File: src/hdl/bdtw_pkg.sv
// bdtw_pkg: request/result types, state codes and fixed widths of the
// banded dtw offset matcher; no dependencies
package bdtw_pkg;

    // request and result payloads
    typedef struct packed {
        logic [1:0]  kind;
        logic [8:0]  index;
        logic [15:0] sample;
    } t_req;

    typedef struct packed {
        logic [31:0] best_score;
        logic [1:0]  status;
    } t_result;

    // request kinds, the last one has no action
    localparam logic [1:0] KIND_LOAD_TMPL = 2'd0;
    localparam logic [1:0] KIND_LOAD_SIG  = 2'd1;
    localparam logic [1:0] KIND_START     = 2'd2;
    localparam logic [1:0] KIND_UNUSED    = 2'd3;

    // status codes
    localparam logic [1:0] STATUS_OK        = 2'd0;
    localparam logic [1:0] STATUS_SHORT_SIG = 2'd1;
    localparam logic [1:0] STATUS_NARROW    = 2'd2;

    // register indexes
    localparam logic [2:0] CFG_TMPL_LEN  = 3'd0;
    localparam logic [2:0] CFG_SIG_LEN   = 3'd1;
    localparam logic [2:0] CFG_BAND      = 3'd2;
    localparam logic [2:0] CFG_DTW_WT    = 3'd3;
    localparam logic [2:0] CFG_MAN_WT    = 3'd4;

    // cost infinity and score width
    localparam logic [31:0] COST_INF = 32'hFFFF_FFFF;
    localparam int          NUM_W    = 45;
    localparam int          DIVD_W   = NUM_W - 8;

    // sequencer states
    typedef enum logic [2:0] {
        ST_IDLE,
        ST_ROW,
        ST_RD,
        ST_CALC,
        ST_MUL,
        ST_DIV,
        ST_CMP,
        ST_DONE
    } t_state;

endpackage

File: src/hdl/bdtw_div.sv
// bdtw_div: restoring divider, one quotient bit per cycle
// depends on bdtw_pkg for the dividend width
module bdtw_div #(
    parameter int VW = 9
) (
    input  logic                        i_clk,
    input  logic                        i_rst_n,
    input  logic                        i_go,
    input  logic [bdtw_pkg::DIVD_W-1:0] i_dividend,
    input  logic [VW-1:0]               i_divisor,
    output logic                        o_done,
    output logic [bdtw_pkg::DIVD_W-1:0] o_quotient
);
    import bdtw_pkg::*;

    localparam int CW = $clog2(DIVD_W + 1);

    logic [DIVD_W-1:0] r_q;
    logic [VW:0]       r_rem;
    logic [VW-1:0]     r_dvs;
    logic [CW-1:0]     r_cnt;
    logic              r_run;
    logic              r_done;
    logic [VW:0]       n_trial;
    logic              n_fit;

    // trial subtraction of one step
    always_comb begin
        n_trial = {r_rem[VW-1:0], r_q[DIVD_W-1]};
        n_fit   = (n_trial >= {1'b0, r_dvs});
    end

    always_ff @(posedge i_clk) begin
        if (!i_rst_n) begin
            r_run  <= 1'b0;
            r_done <= 1'b0;
            r_cnt  <= '0;
        end else begin
            r_done <= 1'b0;
            if (i_go) begin
                r_run <= 1'b1;
                r_cnt <= CW'(DIVD_W);
            end else if (r_run) begin
                r_cnt <= r_cnt - 1'b1;
                if (r_cnt == CW'(1)) begin
                    r_run  <= 1'b0;
                    r_done <= 1'b1;
                end
            end
        end
    end

    // datapath
    always_ff @(posedge i_clk) begin
        if (i_go) begin
            r_q   <= i_dividend;
            r_rem <= '0;
            r_dvs <= i_divisor;
        end else if (r_run) begin
            r_rem <= n_fit ? (n_trial - {1'b0, r_dvs}) : n_trial;
            r_q   <= {r_q[DIVD_W-2:0], n_fit};
        end
    end

    assign o_done     = r_done;
    assign o_quotient = r_q;

endmodule

File: config.mk
export PLATFORM = sky130hd
export DESIGN_NAME = bdtw_div
export DESIGN_NICKNAME = d
export VERILOG_FILES = /design/src/hdl/bdtw_pkg.sv /design/src/hdl/bdtw_div.sv
export SDC_FILE = /design/constraint.sdc
export NUM_CORES = 1
export LEC_CHECK = 0
export BUFFER_PORTS_ARGS = -buffer_cell sky130_fd_sc_hd__buf_4
export CAP_MARGIN = 20
export CORE_ASPECT_RATIO = 2
export CORE_MARGIN = 8
export CORE_UTILIZATION = 52
export CTS_CLUSTER_DIAMETER = 200
export DETAILED_ROUTE_END_ITERATION = 8
export GPL_TIMING_DRIVEN = 0
export PLACE_DENSITY = 0.91
export SYNTH_ARGS = -nofsm -noshare
export SYNTH_HDL_FRONTEND = slang
export SYNTH_SLANG_ARGS = --single-unit
File: constraint.sdc
create_clock -name i_clk -period 2.5 [get_ports i_clk]
set_clock_uncertainty 0.1 [all_clocks]
set_input_delay 0.375 -clock i_clk [delete_from_list [all_inputs] [get_ports i_clk]]
set_output_delay 0.375 -clock i_clk [all_outputs]
set_load 0.05 [all_outputs]
=== Yosys cells after proc, flatten, opt, wreduce, memory -nomap -nowiden ===
Cells that the tools add are included.

* Add/subtract/negate cells: 2
* Multipliers: 0
* Divide/modulo/power cells: 0
* Magnitude comparators: 1
* Equality and inequality tests: 1
* Shift-type cells: 0
* Mux-type cells: 9
* Bitwise gates (word level): 2
* Reductions and logical operators: 3

{| class="wikitable"
|+ Operators with widths
! operator !! count
|-
| two-way mux 37 bit || 2
|-
| two-way mux 6 bit || 2
|-
| >= comparator 10 x 9 -> 1 bit || 1
|-
| two-way mux 9 bit || 1
|-
| subtractor 9 bit || 1
|-
| equality test 6 x 1 -> 1 bit, second input constant || 1
|-
| subtractor 6 x 1 -> 6 bit, second input constant || 1
|-
| two-way mux 1 bit || 4
|-
| OR reduction 3 bit || 1
|-
| inverter 1 bit || 2
|-
| nonzero test 2 bit || 1
|-
| OR reduction 2 bit || 1
|}

* Register bits: 63
* Bits in latches: 0
* Bits in writable memories: 0
* Bits in read-only memories: 0
* Input port bits: 49
* Output and inout port bits: 38
* Word-level logic and storage cells: 25
* Memories: 0

=== Depth between registers and ports, before layout ===
Gate-level depths: netlist of the first run.

* Word-level depth: 4
* Depth in mapped cells: 10
* Mapped depth without buffers: 9

=== Worst setup path after synthesis of the first run ===
Ideal clock, no wire load.

* Kind: flip-flop to flip-flop
* Start point: reg r_q[36], in the netlist o_quotient[36]
* End point: reg r_rem[0]
* Library setup time: 91 ps
* Arrival time: 2398 ps
* Data required time: 2309 ps
* Setup slack: -89 ps
* Stages on the path, launching flop included: 11
* Path buffers: 1
* Clock period less this slack: 2589 ps
* Path through: edfxtp_1 -> inv_1 -> ha_1 -> inv_1 -> fa_1 -> a211oi_2 -> o211ai_1 -> a21oi_2 -> buf_4 -> nand2_1 -> a311oi_1

* Longest elaborated chain between the ends: 2
* Elaborated cells between the ends (all ways): 3
* Classes of those cells: add/sub: 1; order compare: 1; mux: 1

{| class="wikitable"
|+ RTL lines
! element !! RTL line !! source
|-
| start, declared || bdtw_div.sv:18 || <nowiki>logic [DIVD_W-1:0] r_q;</nowiki>
|-
| start signal, assigned || bdtw_div.sv:56 || <nowiki>r_q <= i_dividend;</nowiki>
|-
| start signal, assigned || bdtw_div.sv:61 || <nowiki>r_q <= {r_q[DIVD_W-2:0], n_fit};</nowiki>
|-
| subtractor 9 bit / >= comparator 10 x 9 -> 1 bit (equally long branches) || bdtw_div.sv:60, bdtw_div.sv:30 ||
|-
| two-way mux 9 bit (*) || bdtw_div.sv:60 || <nowiki>r_rem <= n_fit ? (n_trial - {1'b0, r_dvs}) : n_trial;</nowiki>
|-
| end signal, assigned || bdtw_div.sv:60 ||
|-
| end, declared || bdtw_div.sv:19 || <nowiki>logic [VW:0] r_rem;</nowiki>
|}

Mark *: on every way between the ends. The rest lies on a longest branch, timed or not.
A chain may end at the register's enable or synchronous reset.

=== Worst setup path after layout of the first run ===
* Start point: reg r_q[36], in the netlist o_quotient[36]
* End point: reg r_rem[5]

Same word-level chain as after synthesis.

==> results of run 1 <==
==> flip-flops by register name (all words and copies together) (netlist names) <==
signal	cells
o_done	1
o_quotient	37
r_cnt	6
r_dvs	9
r_rem	9
r_run	1
==> critical path, stage by stage, from the launching register on <==
cell	delay [ns]
edfxtp_1	0.48
inv_2	0.12
ha_4	0.13
inv_2	0.04
fa_2	0.39
a211oi_4	0.30
o211ai_1	0.16
a21oi_2	0.23
buf_6	0.17
buf_6	0.12
buf_4	0.10
a41o_1	0.11
o21ai_1	0.06
==> how the worst min path moves through the flow <==
| stage | to | slack (ns) |
|---|---|---|
| after global routing | r_dvs[0] | 0.11 |
| after global placement | r_rem[8] | 0.35 |
| after CTS | r_dvs[3] | 0.11 |
| after detailed placement | r_rem[8] | 0.37 |
| after floorplan | r_rem[8] | 0.33 |
| final | r_dvs[0] | 0.11 |
==> cells by family after synthesis <==
| kind of cell | Yosys count | synth area share |
|---|---|---|
| buf+inv | 24 | 0.03104 |
| simple gates | 49 | 0.08237 |
| flops | 63 | 0.5695 |
| compound gates | 34 | 0.08113 |
| mux | 43 | 0.1577 |
| fa+ha+maj | 12 | 0.05215 |
| xor+xnor | 9 | 0.02607 |
==> power breakdown <==
group          switching [mW]  internal [mW]  leakage [nW]
sequential             0.0686           1.24         0.600
clock                   0.453          0.845         0.156
combinational           0.484          0.309          1.01
total                    1.01           2.39          1.77
==> stage by stage <==
step / instance area, um2 / power (mW) / util / hold WS, ns
detailed placement: 3781 / 2.047 / 0.6680 / 0.3655
finish: 4193 / 3.399 / 0.7407 / 0.1104
floorplan: 3032 / 1.797 / - / 0.3258
global placement: 3754 / 2.014 / 0.6631 / 0.3466
CTS: 4108 / 3.358 / 0.7257 / 0.1063
global route: 4193 / 3.492 / 0.7407 / 0.1051
==> routing by layer <==
layer,vias up,wire (um),part of all wire,GRT usage
li1,1085,-,-,-
met1,1168,3051,0.33,0.1765
met2,123,5070,0.55,0.3814
met3,34,640,0.070,0.06619
met4,0,403,0.044,0.1125
met5,-,0,0,0
==> repair_timing <==
item / in CTS / in global routing
setup endpoints to repair: 7 / 8
resized for setup: 1 / 9
buffers inserted: 1 / 8
hold endpoints to repair: 0 / 0
pin swaps: 2 / 6
==> area by class of cell <==
class	count	share of cell area
Buffer	8	0.008953
Clock inverter	1	0.001194
Inverter	16	0.01432
Sequential cell	63	0.4106
Multi-Input combinational cell	147	0.2951
Timing Repair Buffer	95	0.1776
Tap cell	61	0.01820
Clock buffer	15	0.07401
==> cells in the final DEF (no fill, tap or decap), types with 2 or more instances in the layout <==
cell type	count
buf_4	91
edfxtp_1	46
mux2_2	37
nor2_1	18
dfxtp_1	17
inv_1	14
clkbuf_16	11
ha_1	10
a21oi_1	8
nand2_1	7
clkbuf_1	6
nand2b_1	6
mux2i_1	5
xnor2_1	5
buf_6	4
a211oi_1	4
xor2_1	4
buf_1	3
o21ai_0	3
o21a_1	3
nor3_1	3
nand3b_1	3
o31ai_1	3
inv_2	2
nand4_1	2
nand3_1	2
nor2b_1	2
a32oi_1	2
o21ai_1	2
clkbuf_8	2
==> key figures, run 1 <==
Detailed routing
  • Vias: 2410
  • Avg WL per Cell: 22.58 um
  • Post-route ant nets: 0
  • WL final: 9166 um
  • Vias per cell: ~6
  • DR DRC count: 0
  • DRT Pass-1 Iters: 4
  • DR iter-0 viols: roughly 170

Logic synthesis
  • Syn Nets: 295
  • EDFF count, synth: 46
  • Yosys warning total: 0
  • Largest cells by area after synthesis: edfxtp_1, mux2_2, dfxtp_1
  • FF+latch count, synth: 63
  • Yosys top cell area share: 0.4570
  • Post-synth cell types: 41
  • Most common library cells after synthesis: edfxtp_1, mux2_2, nor2_1
  • Sequential fraction of the synthesis area: 0.5695
  • Synth Flop Type: edfxtp_1
  • Post-synth ARST share: 0
  • Post-synth top area cell: edfxtp_1
  • Syn Area/Cell: 12.92 um2
  • Most frequent cell after synthesis: edfxtp_1
  • Post-Syn Area: between 0.003 and 0.004 mm2
  • Post-synthesis cell count: 234

Setup path
  • Worst Setup SP: o_quotient[36]
  • Worst setup path category: flop to flop
  • Critical Path Sink: r_rem[5]
  • CP Max Fanout: 6
  • Worst r2r src: o_quotient[36]
  • WP data arrival: 2.76 ns
  • Worst setup SP type: flop
  • CP Capture Type: flop
  • Critical Path RT: 2.62 ns
  • Reg2Reg Depth: 12
  • Reg-to-Reg End: r_rem[5]
  • Flop-to-flop setup slack: -0.14 ns

Timing
  • Fin. Hold Viols: 0
  • Post-layout min period: roughly 2.6 ns
  • Unrepaired setup endpoints after global routing: yes
  • Final setup TNS: -0.7456 ns
  • Worst Slack Setup Final: -0.1418 ns
  • Relative slew slack: 0.5696
  • Final period util: 1.057
  • Actual slew at the worst max-slew pin: 0.6449 ns
  • Setup-failing EPs final: 9
  • Fin. max-slew vios: 0
  • Fmax: 378.5 MHz

Power and ir drop
  • LEAKAGE: 1.766 nW
  • PD cells: 810.6 mW/mm2
  • Maximum VDD drop: about 0.76 mV

Place
  • # port buffers: 86
  • Placed cells: 382
  • Dpl ws: -0.05748 ns
  • Gp weighted congestion: 0.9188
  • Post-DP HPWL: 5693 um

Finish
  • Filler Cells Inserted: 304
  • Ant. Diodes: 0
  • Final non-filler cell total: between 400 and 500
  • Layout cells sized above 1: 0.4609
  • Area grow syn2layout: 38.70%
  • Multi-input gate area: 0.001237 mm2
  • Register area: 0.001722 mm2
  • NumNets Final: 401

Min path
  • Hold WC Path Type: input pin to flop
  • Hold Path Depth: 1
  • HP Start: i_divisor[0]

CTS
  • H-tree Lvls: 3
  • Root Buffer: clkbuf_16
  • Hold-fix buffers, CTS: 0
  • CTS sink count: 63
  • Worst skew pair latency: 0.34 ns
  • Num CTS Buffers: 9
  • Clock-pin slew on the worst setup and hold paths: 0.06 ns
  • Max clock buf depth: 2
  • CTS tree: done

Floorplan
  • Die X: 69.92 um
  • Ports: 87
  • Rows: 39
  • Die height: 123.8 um
  • Initial core utilization: 0.5340
  • Full die area: 0.008657 mm2
  • Core box area: 0.005660 mm2

GRT
  • First-pass GRT wire length: 13250 um
  • Largest net degree at the start of global routing: 25
  • Global router's overall resource usage: 0.1994
  • Antenna violations before repair: 0
  • Number of global-route vias before repair: about 2600
  • GRT Residual Overflow: 0

Status
  • Status: finished with violations
  • Failing checks: negative setup slack

Run
  • Maxcap violations: 0
(Power assumes the default switching activity.)
==> run 2, diff against run 1 <==
Settings changed: PLACE_DENSITY 0.91 to 0.76, REMOVE_ABC_BUFFERS from default to 1.
==> key figures, run 2 (synthesis gave the netlist of run 1 again) <==
Status
  • Status: finished clean

GRT
  • Number of global-route vias before repair: 2391
  • GRT Residual Overflow: 0
  • First-pass GRT wire length: roughly 11000 um
  • Antenna violations before repair: 0
  • Global router's overall resource usage: 0.1642
  • Largest net degree at the start of global routing: 59

Min path
  • Hold WC Path Type: input pin to flop

Timing
  • Actual slew at the worst max-slew pin: 0.7284 ns
  • Fin. Hold Viols: 0
  • Fmax: around 400 MHz
  • Post-layout min period: about 2.4 ns
  • Fin Hold WS: 0.1223 ns
  • Fin. max-slew vios: 0
  • Setup-failing EPs final: 0
  • Relative slew slack: 0.5139
  • Final period util: 0.9766
  • Worst Slack Setup Final: 0.05862 ns
  • Unrepaired setup endpoints after global routing: yes
  • Final setup TNS: 0 ns

Power and ir drop
  • LEAKAGE: 1.761 nW
  • PD cells: just under 800 mW/mm2
  • Maximum VDD drop: between 0.6 and 0.7 mV
  • Power consumption: 3.292 mW

Finish
  • Most frequent cells in the layout: buf_4, edfxtp_1, mux2_2
  • Ant. Diodes: 0
  • Largest register FFs: 37
  • Final non-filler cell total: 398
  • Area grow syn2layout: 37.79%
  • Layout cells sized above 1: 0.4688
  • Commonest non-fill, non-tap cell in the layout: buf_4
  • Final instance area: 0.004165 mm2
  • Final Util: 0.7359
  • NumNets Final: 393

CTS
  • H-tree Lvls: 3
  • Max clock buf depth: 2
  • Clock-pin slew on the worst setup and hold paths: 0.05 ns
  • Worst skew pair latency: 0.33 ns
  • CTS tree: done
  • Num CTS Buffers: 9
  • Hold-fix buffers, CTS: 0
  • Root Buffer: clkbuf_16
  • CTS sink count: 63

Detailed routing
  • Post-route ant nets: 0
  • DRT Pass-1 Iters: 4
  • WL final: 7058 um
  • Vias per cell: 5.513
  • Avg WL per Cell: 17.73 um
  • DR DRC count: 0
  • DR iter-0 viols: ~110
  • Vias: 2194

Floorplan
  • Die height: 123.8 um
  • Ports: 87
  • Rows: 39
  • Die X: 69.92 um
  • Full die area: 0.008657 mm2
  • Core box area: roughly 0.0057 mm2
  • Initial core utilization: 0.5340

Setup path
  • WP buf/inv: 2
  • Critical Path RT: 2.60 ns
  • Worst setup path category: flop to flop
  • CP Capture Type: flop
  • Critical-path cell list: ha_2 -> inv_2 -> fa_2 -> a211oi_4 -> buf_4 -> o31ai_1 -> nor2_1 -> a2111oi_0 -> o31ai_1
  • CP most frequent cell: o31ai_1
  • Max stage delay cell, worst path: o31ai_1
  • WP data arrival: 2.54 ns
  • CP max stage delay: 0.55 ns
  • CP Max Fanout: 3
  • Top delay family on crit path: compound AO/OA/AOI/OAI gates
  • Worst setup SP type: flop

Place
  • Placed cells: between 300 and 400
  • Gp weighted congestion: 0.8380
  • Dpl ws: -0.3667 ns
  • DP Area: 0.003739 mm2
  • Post-DP HPWL: around 5200 um
  • # port buffers: between 80 and 90

Run
  • Maxcap violations: 0
[run 2: cell types whose count changed in the layout (fill, tap and decap cells not counted), sizes merged]
cell / change
clkinv: +2
clkbuf: -6
bufinv: +1
buf: -5
[run 2: power breakdown]
group / leakage, nW / internal, mW / switching (mW)
clock: 0.150 / 0.818 / 0.414
sequential: 0.600 / 1.24 / 0.0598
combinational: 1.01 / 0.311 / 0.451
total: 1.76 / 2.37 / 0.924
[run 2: per-layer routing]
metal | vias up | global-route usage | wire, um
met5 | - | 0 | 0
met4 | 0 | 0.08723 | 243
met3 | 19 | 0.08692 | 666
met2 | 74 | 0.2912 | 3835
met1 | 1034 | 0.1468 | 2313
li1 | 1067 | - | -
[run 2: worst paths after layout]
check,startpoint,end,slack (ns),cells after the start
worst max register to register,r_dvs[0],r_rem[8],0.06,9
worst max-delay path,r_dvs[0],r_rem[8],0.06,9
worst min register to register,r_rem[2],r_rem[2],0.37,2
worst min-delay path,i_divisor[3],r_dvs[3],0.12,1
[run 2: area by class of cell]
type	instances	area, um2
well taps	61	76.32
flip-flops and latches	63	1722
clock inverters	4	43.79
clock buffers	12	256.5
fillers	400	1495
repair buffers	95	767.0
multi-input cells	147	1240
inverters	16	60.06
[run 2: repair_timing]
| item | 4_1_cts | 5_1_grt |
|---|---|---|
| pin swaps | 4 | 9 |
| setup endpoints to repair | 10 | 8 |
| gates cloned | 0 | 1 |
| buffers inserted | 4 | 4 |
| resized for setup | 3 | 7 |
